**config.mk**
```make
export PLATFORM = sky130hd
export DESIGN_NAME = joystick_text_to_motor_pwm
export DESIGN_NICKNAME = d
export VERILOG_FILES = /design/src/sv/jtm_pkg.sv /design/src/sv/jtm_parse.sv /design/src/sv/jtm_mix.sv /design/src/sv/joystick_text_to_motor_pwm.sv
export SDC_FILE = /design/constraint.sdc
export NUM_CORES = 1
export LEC_CHECK = 0
export ABC_AREA = 0
export BUFFER_PORTS_ARGS = -buffer_cell sky130_fd_sc_hd__buf_2
export CORE_MARGIN = 2
export CORE_UTILIZATION = 30
export CTS_BUF_LIST = sky130_fd_sc_hd__clkbuf_16
export CTS_CLUSTER_DIAMETER = 150
export DETAILED_ROUTE_END_ITERATION = 10
export MAX_ROUTING_LAYER = met4
export PLACE_DENSITY = 0.44
export SLEW_MARGIN = 15
export SYNTH_ARGS = -nofsm -noshare
export SYNTH_HDL_FRONTEND = slang
export SYNTH_SLANG_ARGS = --single-unit
```
**constraint.sdc**
```tcl
create_clock -name clk -period 8.4 [get_ports clk]
set_input_delay 1.26 -clock clk [delete_from_list [all_inputs] [get_ports clk]]
set_output_delay 1.26 -clock clk [all_outputs]
set_load 0.1 [all_outputs]
```
**src/sv/jtm_pkg.sv**
```systemverilog
// Shared types, character codes and capture-update functions for the
// joystick text to motor PWM block. No dependencies.
package jtm_pkg;

	localparam int FRAME_BYTES     = 26;
	localparam int START_POSITIONS = 20;
	localparam int TURN_START_LIM  = START_POSITIONS + 2;
	localparam int POS_W           = 5;
	localparam int VALUE_W         = 10;
	localparam int PWM_W           = 11;
	localparam int VALUE_MAX       = 999;
	localparam int PWM_FULL        = 2000;
	localparam int PWM_SCALE       = 20;
	localparam int SPEED_LIMIT     = 100;
	localparam int TURN_LIMIT      = 100;
	localparam int OUT_W           = 48;

	localparam logic [7:0] CH_A     = 8'h61;
	localparam logic [7:0] CH_C     = 8'h63;
	localparam logic [7:0] CH_MINUS = 8'h2d;
	localparam logic [7:0] CH_DOT   = 8'h2e;
	localparam logic [7:0] CH_COMMA = 8'h2c;
	localparam logic [7:0] DIGIT_MASK = 8'h0f;

	typedef enum logic [2:0] {
		PH_IDLE   = 3'd0,
		PH_SIGN   = 3'd1,
		PH_FIRST  = 3'd2,
		PH_SECOND = 3'd3,
		PH_THIRD  = 3'd4
	} phase_t;

	typedef struct packed {
		phase_t               phase;
		logic [VALUE_W-1:0]   acc;
		logic                 sign;
	} cap_t;

	typedef struct packed {
		logic [VALUE_W-1:0] turn;
		logic [VALUE_W-1:0] speed;
		logic               turn_pos;
		logic               speed_pos;
	} frame_t;

	function automatic logic [VALUE_W-1:0] digit_of(input logic [7:0] b);
		logic [7:0] d;
		d = b & DIGIT_MASK;
		return VALUE_W'(d);
	endfunction

	function automatic logic [VALUE_W-1:0] add_digit(input logic [VALUE_W-1:0] acc,
		input logic [7:0] b);
		logic [13:0] v;
		v = 14'(acc) * 14'd10 + 14'(digit_of(b));
		return (v > 14'(VALUE_MAX)) ? VALUE_W'(VALUE_MAX) : v[VALUE_W-1:0];
	endfunction

	function automatic cap_t cap_feed(input cap_t c, input logic [7:0] b);
		cap_t r;
		r = c;
		case (c.phase)
			PH_SIGN: begin
				if (b == CH_MINUS) begin
					r.sign  = 1'b0;
					r.phase = PH_FIRST;
				end else begin
					r.sign  = 1'b1;
					r.acc   = digit_of(b);
					r.phase = PH_SECOND;
				end
			end
			PH_FIRST: begin
				r.acc   = digit_of(b);
				r.phase = PH_SECOND;
			end
			PH_SECOND: begin
				if (b == CH_DOT) begin
					r.phase = PH_IDLE;
				end else begin
					r.acc   = add_digit(c.acc, b);
					r.phase = PH_THIRD;
				end
			end
			PH_THIRD: begin
				if (b != CH_DOT)
					r.acc = add_digit(c.acc, b);
				r.phase = PH_IDLE;
			end
			default: r.phase = PH_IDLE;
		endcase
		return r;
	endfunction

	// closes an open capture as if '.' bytes followed
	function automatic cap_t cap_finish(input cap_t c);
		cap_t r;
		r = c;
		case (c.phase)
			PH_SIGN: begin
				r.sign = 1'b1;
				r.acc  = digit_of(CH_DOT);
			end
			PH_FIRST: r.acc = digit_of(CH_DOT);
			default: ;
		endcase
		r.phase = PH_IDLE;
		return r;
	endfunction

endpackage

```
**src/sv/jtm_parse.sv**
```systemverilog
// Input register and byte-wise frame parser: tracks the "acc" header and the
// turn and speed captures. Depends on jtm_pkg.
module jtm_parse (
	input  logic            clk,
	input  logic            arst_n,
	input  logic            s_tvalid,
	output logic            s_tready,
	input  logic [7:0]      s_tdata,   // [7:0] rx_byte
	input  logic            s_tlast,
	output logic            frame_valid,
	input  logic            frame_ready,
	output jtm_pkg::frame_t frame
);

	logic                        valid_s1;
	logic [7:0]                  byte_s1;
	logic                        last_s1;
	logic [jtm_pkg::POS_W-1:0]   pos_q;
	logic [1:0]                  hdr_q;
	jtm_pkg::cap_t               turn_q;
	jtm_pkg::cap_t               speed_q;

	logic                        adv;
	logic [7:0]                  b;
	logic [1:0]                  hdr_n;
	jtm_pkg::cap_t               turn_n;
	jtm_pkg::cap_t               speed_n;
	jtm_pkg::cap_t               turn_f;
	jtm_pkg::cap_t               speed_f;

	assign adv      = valid_s1 && (!last_s1 || frame_ready);
	assign s_tready = !valid_s1 || adv;

	always_comb begin
		b = (pos_q >= jtm_pkg::POS_W'(jtm_pkg::FRAME_BYTES)) ? jtm_pkg::CH_DOT : byte_s1;
		turn_n  = jtm_pkg::cap_feed(turn_q, b);
		speed_n = jtm_pkg::cap_feed(speed_q, b);
		if (hdr_q == 2'd2 && b == jtm_pkg::CH_C
			&& pos_q < jtm_pkg::POS_W'(jtm_pkg::TURN_START_LIM))
			turn_n.phase = jtm_pkg::PH_SIGN;
		if (b == jtm_pkg::CH_COMMA && pos_q < jtm_pkg::POS_W'(jtm_pkg::START_POSITIONS))
			speed_n.phase = jtm_pkg::PH_SIGN;
		if (b == jtm_pkg::CH_A)
			hdr_n = 2'd1;
		else if (b == jtm_pkg::CH_C && hdr_q == 2'd1)
			hdr_n = 2'd2;
		else
			hdr_n = 2'd0;
		turn_f  = jtm_pkg::cap_finish(turn_n);
		speed_f = jtm_pkg::cap_finish(speed_n);
	end

	assign frame_valid     = valid_s1 && last_s1;
	assign frame.turn      = turn_f.acc;
	assign frame.speed     = speed_f.acc;
	assign frame.turn_pos  = turn_f.sign;
	assign frame.speed_pos = speed_f.sign;

	always_ff @(posedge clk or negedge arst_n) begin
		if (!arst_n) begin
			valid_s1 <= 1'b0;
			pos_q    <= '0;
			hdr_q    <= '0;
			turn_q   <= '0;
			speed_q  <= '0;
		end else begin
			if (s_tvalid && s_tready)
				valid_s1 <= 1'b1;
			else if (adv)
				valid_s1 <= 1'b0;
			if (adv) begin
				if (last_s1) begin
					pos_q   <= '0;
					hdr_q   <= '0;
					turn_q  <= '0;
					speed_q <= '0;
				end else begin
					if (pos_q != '1)
						pos_q <= pos_q + 1'b1;
					hdr_q   <= hdr_n;
					turn_q  <= turn_n;
					speed_q <= speed_n;
				end
			end
		end
	end

	always_ff @(posedge clk) begin
		if (s_tvalid && s_tready) begin
			byte_s1 <= s_tdata;
			last_s1 <= s_tlast;
		end
	end

	a_state_cleared: assert property (@(posedge clk) disable iff (!arst_n)
		adv && last_s1 |=> pos_q == '0 && hdr_q == '0 && turn_q.phase == jtm_pkg::PH_IDLE)
		else $error("parser state not cleared after frame end");
	a_held_last: assert property (@(posedge clk) disable iff (!arst_n)
		frame_valid && !frame_ready |=> valid_s1 && last_s1)
		else $error("stalled frame end item lost");
	a_value_range: assert property (@(posedge clk) disable iff (!arst_n)
		valid_s1 |-> turn_q.acc <= jtm_pkg::VALUE_W'(jtm_pkg::VALUE_MAX)
			&& speed_q.acc <= jtm_pkg::VALUE_W'(jtm_pkg::VALUE_MAX))
		else $error("capture value beyond saturation");

endmodule

```
**src/sv/jtm_mix.sv**
```systemverilog
// Motor mixing of parsed turn and speed into PWM compares, with the result
// register on the master side. Depends on jtm_pkg.
module jtm_mix (
	input  logic                       clk,
	input  logic                       arst_n,
	input  logic                       frame_valid,
	output logic                       frame_ready,
	input  jtm_pkg::frame_t            frame,
	output logic                       m_tvalid,
	input  logic                       m_tready,
	output logic [jtm_pkg::OUT_W-1:0]  m_tdata
);

	localparam int PROD_W = 15;

	logic [PROD_W-1:0]          sp20;
	logic [PROD_W-1:0]          tu20;
	logic [PROD_W-1:0]          left_m;
	logic [PROD_W-1:0]          right_m;
	logic [jtm_pkg::PWM_W-1:0]  left_c;
	logic [jtm_pkg::PWM_W-1:0]  right_c;
	logic [jtm_pkg::PWM_W-1:0]  lc;
	logic [jtm_pkg::PWM_W-1:0]  rc;
	logic                       rev;
	logic [jtm_pkg::OUT_W-1:0]  data_n;

	assign frame_ready = !m_tvalid || m_tready;

	always_comb begin
		sp20    = PROD_W'(frame.speed) * PROD_W'(jtm_pkg::PWM_SCALE);
		tu20    = PROD_W'(frame.turn) * PROD_W'(jtm_pkg::PWM_SCALE);
		left_m  = sp20;
		right_m = sp20;
		if (frame.turn < jtm_pkg::VALUE_W'(jtm_pkg::TURN_LIMIT)) begin
			if (!frame.turn_pos)
				left_m = PROD_W'(jtm_pkg::PWM_FULL) - tu20;
			else
				right_m = PROD_W'(jtm_pkg::PWM_FULL) - tu20;
		end
		if (frame.speed > jtm_pkg::VALUE_W'(jtm_pkg::SPEED_LIMIT)) begin
			left_m  = '0;
			right_m = '0;
		end
		left_c  = (left_m > PROD_W'(jtm_pkg::PWM_FULL)) ?
			jtm_pkg::PWM_W'(jtm_pkg::PWM_FULL) : left_m[jtm_pkg::PWM_W-1:0];
		right_c = (right_m > PROD_W'(jtm_pkg::PWM_FULL)) ?
			jtm_pkg::PWM_W'(jtm_pkg::PWM_FULL) : right_m[jtm_pkg::PWM_W-1:0];
		if (frame.speed_pos) begin
			lc  = left_c;
			rc  = right_c;
			rev = 1'b0;
		end else begin
			lc  = (jtm_pkg::PWM_W'(jtm_pkg::PWM_FULL) - left_c) >> 1;
			rc  = (jtm_pkg::PWM_W'(jtm_pkg::PWM_FULL) - right_c) >> 1;
			rev = 1'b1;
		end
		data_n = {2'b00, frame.speed_pos, frame.turn_pos, frame.speed, frame.turn,
			rev, rev, rc, lc};
	end

	always_ff @(posedge clk or negedge arst_n) begin
		if (!arst_n) begin
			m_tvalid <= 1'b0;
		end else begin
			if (frame_valid && frame_ready)
				m_tvalid <= 1'b1;
			else if (m_tready)
				m_tvalid <= 1'b0;
		end
	end

	always_ff @(posedge clk) begin
		if (frame_valid && frame_ready)
			m_tdata <= data_n;
	end

	a_pwm_range: assert property (@(posedge clk) disable iff (!arst_n)
		m_tvalid |-> m_tdata[10:0] <= 11'd2000 && m_tdata[21:11] <= 11'd2000)
		else $error("PWM compare beyond full scale");
	a_rev_pins: assert property (@(posedge clk) disable iff (!arst_n)
		m_tvalid |-> m_tdata[22] == m_tdata[23] && m_tdata[22] == !m_tdata[45])
		else $error("reverse pins disagree with speed sign");
	a_no_drop: assert property (@(posedge clk) disable iff (!arst_n)
		m_tvalid && !m_tready |-> !frame_ready)
		else $error("result register overwritten while stalled");

endmodule

```
**src/sv/joystick_text_to_motor_pwm.sv**
```systemverilog
// Joystick text frame to motor PWM compares.
// Items come in one text byte at a time on the s_ channel; s_tlast marks the
// last byte of a frame. Each frame gives one item on the m_ channel.
// An accepted byte is parsed the cycle after acceptance; the result of a
// frame-end byte goes through the input and result registers to m_tvalid.
// Throughput: one byte per cycle while the result register takes frame ends,
// with no gaps between frames. Timing is set by the parse of the registered
// byte followed by the constant-multiply mix ahead of the result register.
// A stalled result holds m_tdata; bytes keep being taken until a second
// frame end reaches the parser, which then waits for the result register.
// Reset (arst_n low) clears the parser and drops any pending result.
// Parse state also returns to reset after every frame end.
// Uses jtm_parse and jtm_mix; depends on jtm_pkg.
module joystick_text_to_motor_pwm (
	input  logic                       clk,
	input  logic                       arst_n,
	input  logic                       s_tvalid,
	output logic                       s_tready,
	input  logic [7:0]                 s_tdata,   // [7:0] rx_byte
	input  logic                       s_tlast,   // frame_end
	output logic                       m_tvalid,
	input  logic                       m_tready,
	// [10:0] left_compare, [21:11] right_compare, [22] left_reverse,
	// [23] right_reverse, [33:24] turn_value, [43:34] speed_value,
	// [44] turn_positive, [45] speed_positive, [47:46] zero
	output logic [jtm_pkg::OUT_W-1:0]  m_tdata
);

	logic            frame_valid;
	logic            frame_ready;
	jtm_pkg::frame_t frame;

	jtm_parse u_parse (
		.clk         (clk),
		.arst_n      (arst_n),
		.s_tvalid    (s_tvalid),
		.s_tready    (s_tready),
		.s_tdata     (s_tdata),
		.s_tlast     (s_tlast),
		.frame_valid (frame_valid),
		.frame_ready (frame_ready),
		.frame       (frame)
	);

	jtm_mix u_mix (
		.clk         (clk),
		.arst_n      (arst_n),
		.frame_valid (frame_valid),
		.frame_ready (frame_ready),
		.frame       (frame),
		.m_tvalid    (m_tvalid),
		.m_tready    (m_tready),
		.m_tdata     (m_tdata)
	);

endmodule

```
==> results_dict.tcl <==
set metrics [dict create \
    antenna_cells 0 \
    critPathMaxStageDelay_ns 0.42 \
    setup_violations 0 \
    critPathLaunchType "flip-flop" \
    grt_pass1_vias 7126 \
    synth_edf_count 52 \
    outcome "complete, no violations" \
    rr_endpoint "u_mix.m_tdata[20]" \
    post_drt_wl_per_cell_um 17.7 \
    yosys-top-cells-area "edfxtp_1 (19%), dfrtp_1 (11%), ha_1 (11%), o21ai_0 (4.5%), nor2_1 (4.2%)" \
    synth_ff_type "edfxtp_1" \
    hp-class "reg -> reg" \
    final_common_cell "nor2_1" \
    die_area_sq_mm 0.0294 \
    layout.cells.non_filler 1426 \
    fmax_ghz 0.126 \
    r2r-start "u_parse.pos_q[1]" \
    synthCells 962 \
    worst_path_most_repeated_cell "ha_1" \
    grt_max_degree 46 \
    r2r_slack_ns 0.47 \
    grt_pass1_wl_um 39900 \
    worst_pin_slew_ns 1.00 \
    maxSlewHeadroom 0.333 \
    clockBufferDepth 2 \
    clkLatencyLatePin_ns 0.37 \
    grt-ovfl-total 0 \
    criticalPathCategory "reg -> reg" \
    drt-total-wl_um 25200 \
    gp_congestion 0.833 \
    cts_tree "yes" \
    vias_per_cell 5.35 \
    vias 7626 \
    firstDrtPassIters 5 \
    cp-end-kind "flip-flop" \
    yosys_warnings 0 \
    cts_made_buffers 9 \
    drv_cap 0 \
    cts_root_buffer "clkbuf_16" \
    holdPathStages 2 \
    critPathArrivalTime_ns 8.01 \
    skew_ns 0.0165 \
    slowest_stage "fa_1" \
    drtIter0Drc 527 \
    required_ns 8.48 \
    io_buffers 58 \
    hold_viol 0 \
    yosysTopAreaCell "edfxtp_1" \
    fp-row-count 61 \
    antenna_found_initial 0 \
    ys_seq_area_frac 0.295 \
    drtAntennaViolNets 0 \
    io_pins 63 \
    worst-r2r-cell-count 35 \
    worst_hold_path.endpoint "u_parse.speed_q[0]" \
    die_x_um 172 \
    syn_to_final_growth_pct 17.0 \
    cts_sinks 89 \
    synthesis.area_sq_mm 0.00842 \
    period_needed_ns 7.93 \
    die_y_um 172 \
    drive_gt1_frac 0.184 \
    initial_utilization 0.304 \
    holdCritStartpoint "u_parse.speed_q[0]" \
    async_flop_share 0.416 \
    syn_area_per_cell_sq_um 8.75 \
    nets 1136 \
    drc 0 \
    hpwlAfterDp_um 19200 \
    layout_common_cells "nor2_1 (89), nand2_1 (78), ha_1 (73), o21ai_0 (72), buf_2 (58)" \
    path_max_fanout 6 \
    synth_top_area_share 0.185 \
    postCtsHoldBufs 0 \
    maxSlewViolCount 0 \
    synth_cell_types 96 \
    htreeDepth 3 \
    fillers 2890 \
    dp_cells 1404 \
    clk_pin_slew_ns 0.08 \
    grt.total_usage 0.178 \
    synth.ff_latch_count 89 \
    design.core.area_sq_mm 0.0277 \
    finalCritPeriodShare 0.944 \
]
[synthesized netlist by cell type (9+ instances only)]
library cell / instances
a211oi_1: 21
a21o_1: 18
a21oi_1: 50
a22o_1: 9
a31oi_1: 16
and2_1: 16
clkbuf_1: 25
dfrtp_1: 37
edfxtp_1: 52
ha_1: 74
inv_1: 42
mux2i_1: 21
nand2_1: 79
nand2b_1: 11
nand3_1: 29
nor2_1: 94
nor2b_1: 19
nor3_1: 21
o211ai_1: 12
o21a_1: 11
o21ai_0: 75
xnor2_1: 21
xor2_1: 19
[registers in the layout (all words and copies together), names as in the netlist]
register,flops
u_mix.m_tvalid,1
u_parse.turn_q,14
u_parse.hdr_q,2
u_parse.speed_q,14
u_parse.last_s1,1
u_parse.pos_q,5
u_parse.byte_s1,8
u_parse.valid_s1,1
u_mix.m_tdata,43
[worst max-delay path: cells and delay by family, from the launching register on]
kind	cells	cell delay, ns
AND/OR/NAND/NOR	9	1.28
adder cells (fa/ha/maj)	6	1.73
multiplexers	2	0.31
buffers and inverters	2	0.24
flip-flops	1	0.39
AO/OA/AOI/OAI	16	3.68
[cells by family after synthesis]
kind of cell    Yosys count  share of synthesized area
simple gates            324                      0.193
compound gates          320                      0.271
flops                    89                      0.295
fa+ha+maj                80                      0.124
buf+inv                  80                     0.0389
xor+xnor                 41                     0.0435
mux                      27                     0.0334
other cells               1                   0.000445
[stage by stage]
stage	util	TNS (ns)	instance area, sq um	setup slack, ns	hold slack, ns
finish	0.356	0	9850	0.467	0.514
global route	0.356	-0.253	9850	-0.0993	0.539
CTS	0.349	0	9670	0.0239	0.523
detailed placement	0.337	-0.643	9340	-0.166	0.505
global placement	0.337	0	9340	0.0926	0.495
floorplan	-	0	8430	0.277	0.471
[layer usage]
metal,track usage,vias up,part of all wire,routed length (um)
li1,-,3792,-,-
met1,0.237,3671,0.48,12000
met2,0.289,136,0.48,12100
met3,0.0230,27,0.030,746
met4,0.0372,0,0.012,299
met5,-,-,0,0
[worst max path at each step]
stage / startpoint / end / slack, ns / cells after the start
2_1_floorplan: u_parse.pos_q[1] / u_mix.m_tdata[9] / 0.28 / 37
3_3_place_gp: u_parse.pos_q[0] / u_mix.m_tdata[9] / 0.09 / 38
3_5_place_dp: u_parse.pos_q[0] / u_mix.m_tdata[20] / -0.17 / 37
4_1_cts: u_parse.pos_q[0] / u_mix.m_tdata[9] / 0.02 / 37
5_1_grt: u_parse.pos_q[0] / u_mix.m_tdata[9] / -0.1 / 37
6_report: u_parse.pos_q[1] / u_mix.m_tdata[20] / 0.47 / 35
[repair_timing]
item                       4_1_cts  5_1_grt
pin swaps                        0        8
hold endpoints to repair         0        0
buffers inserted                 0        6
setup endpoints to repair        7       12
gates resized for setup          3       33
[area by class of cell]
cell class | instances | area, sq um | share of cell area
Sequential cell | 89 | 2490 | 0.253
Clock buffer | 9 | 225 | 0.0229
Multi-Input combinational cell | 796 | 5780 | 0.586
Inverter | 42 | 158 | 0.0160
Tap cell | 378 | 473 | 0.0480
Clock inverter | 7 | 87.6 | 0.00889
Timing Repair Buffer | 105 | 643 | 0.0653
Power is not shown: default switching activity piles up to over one toggle a cycle in this logic, so the estimate is an artifact.
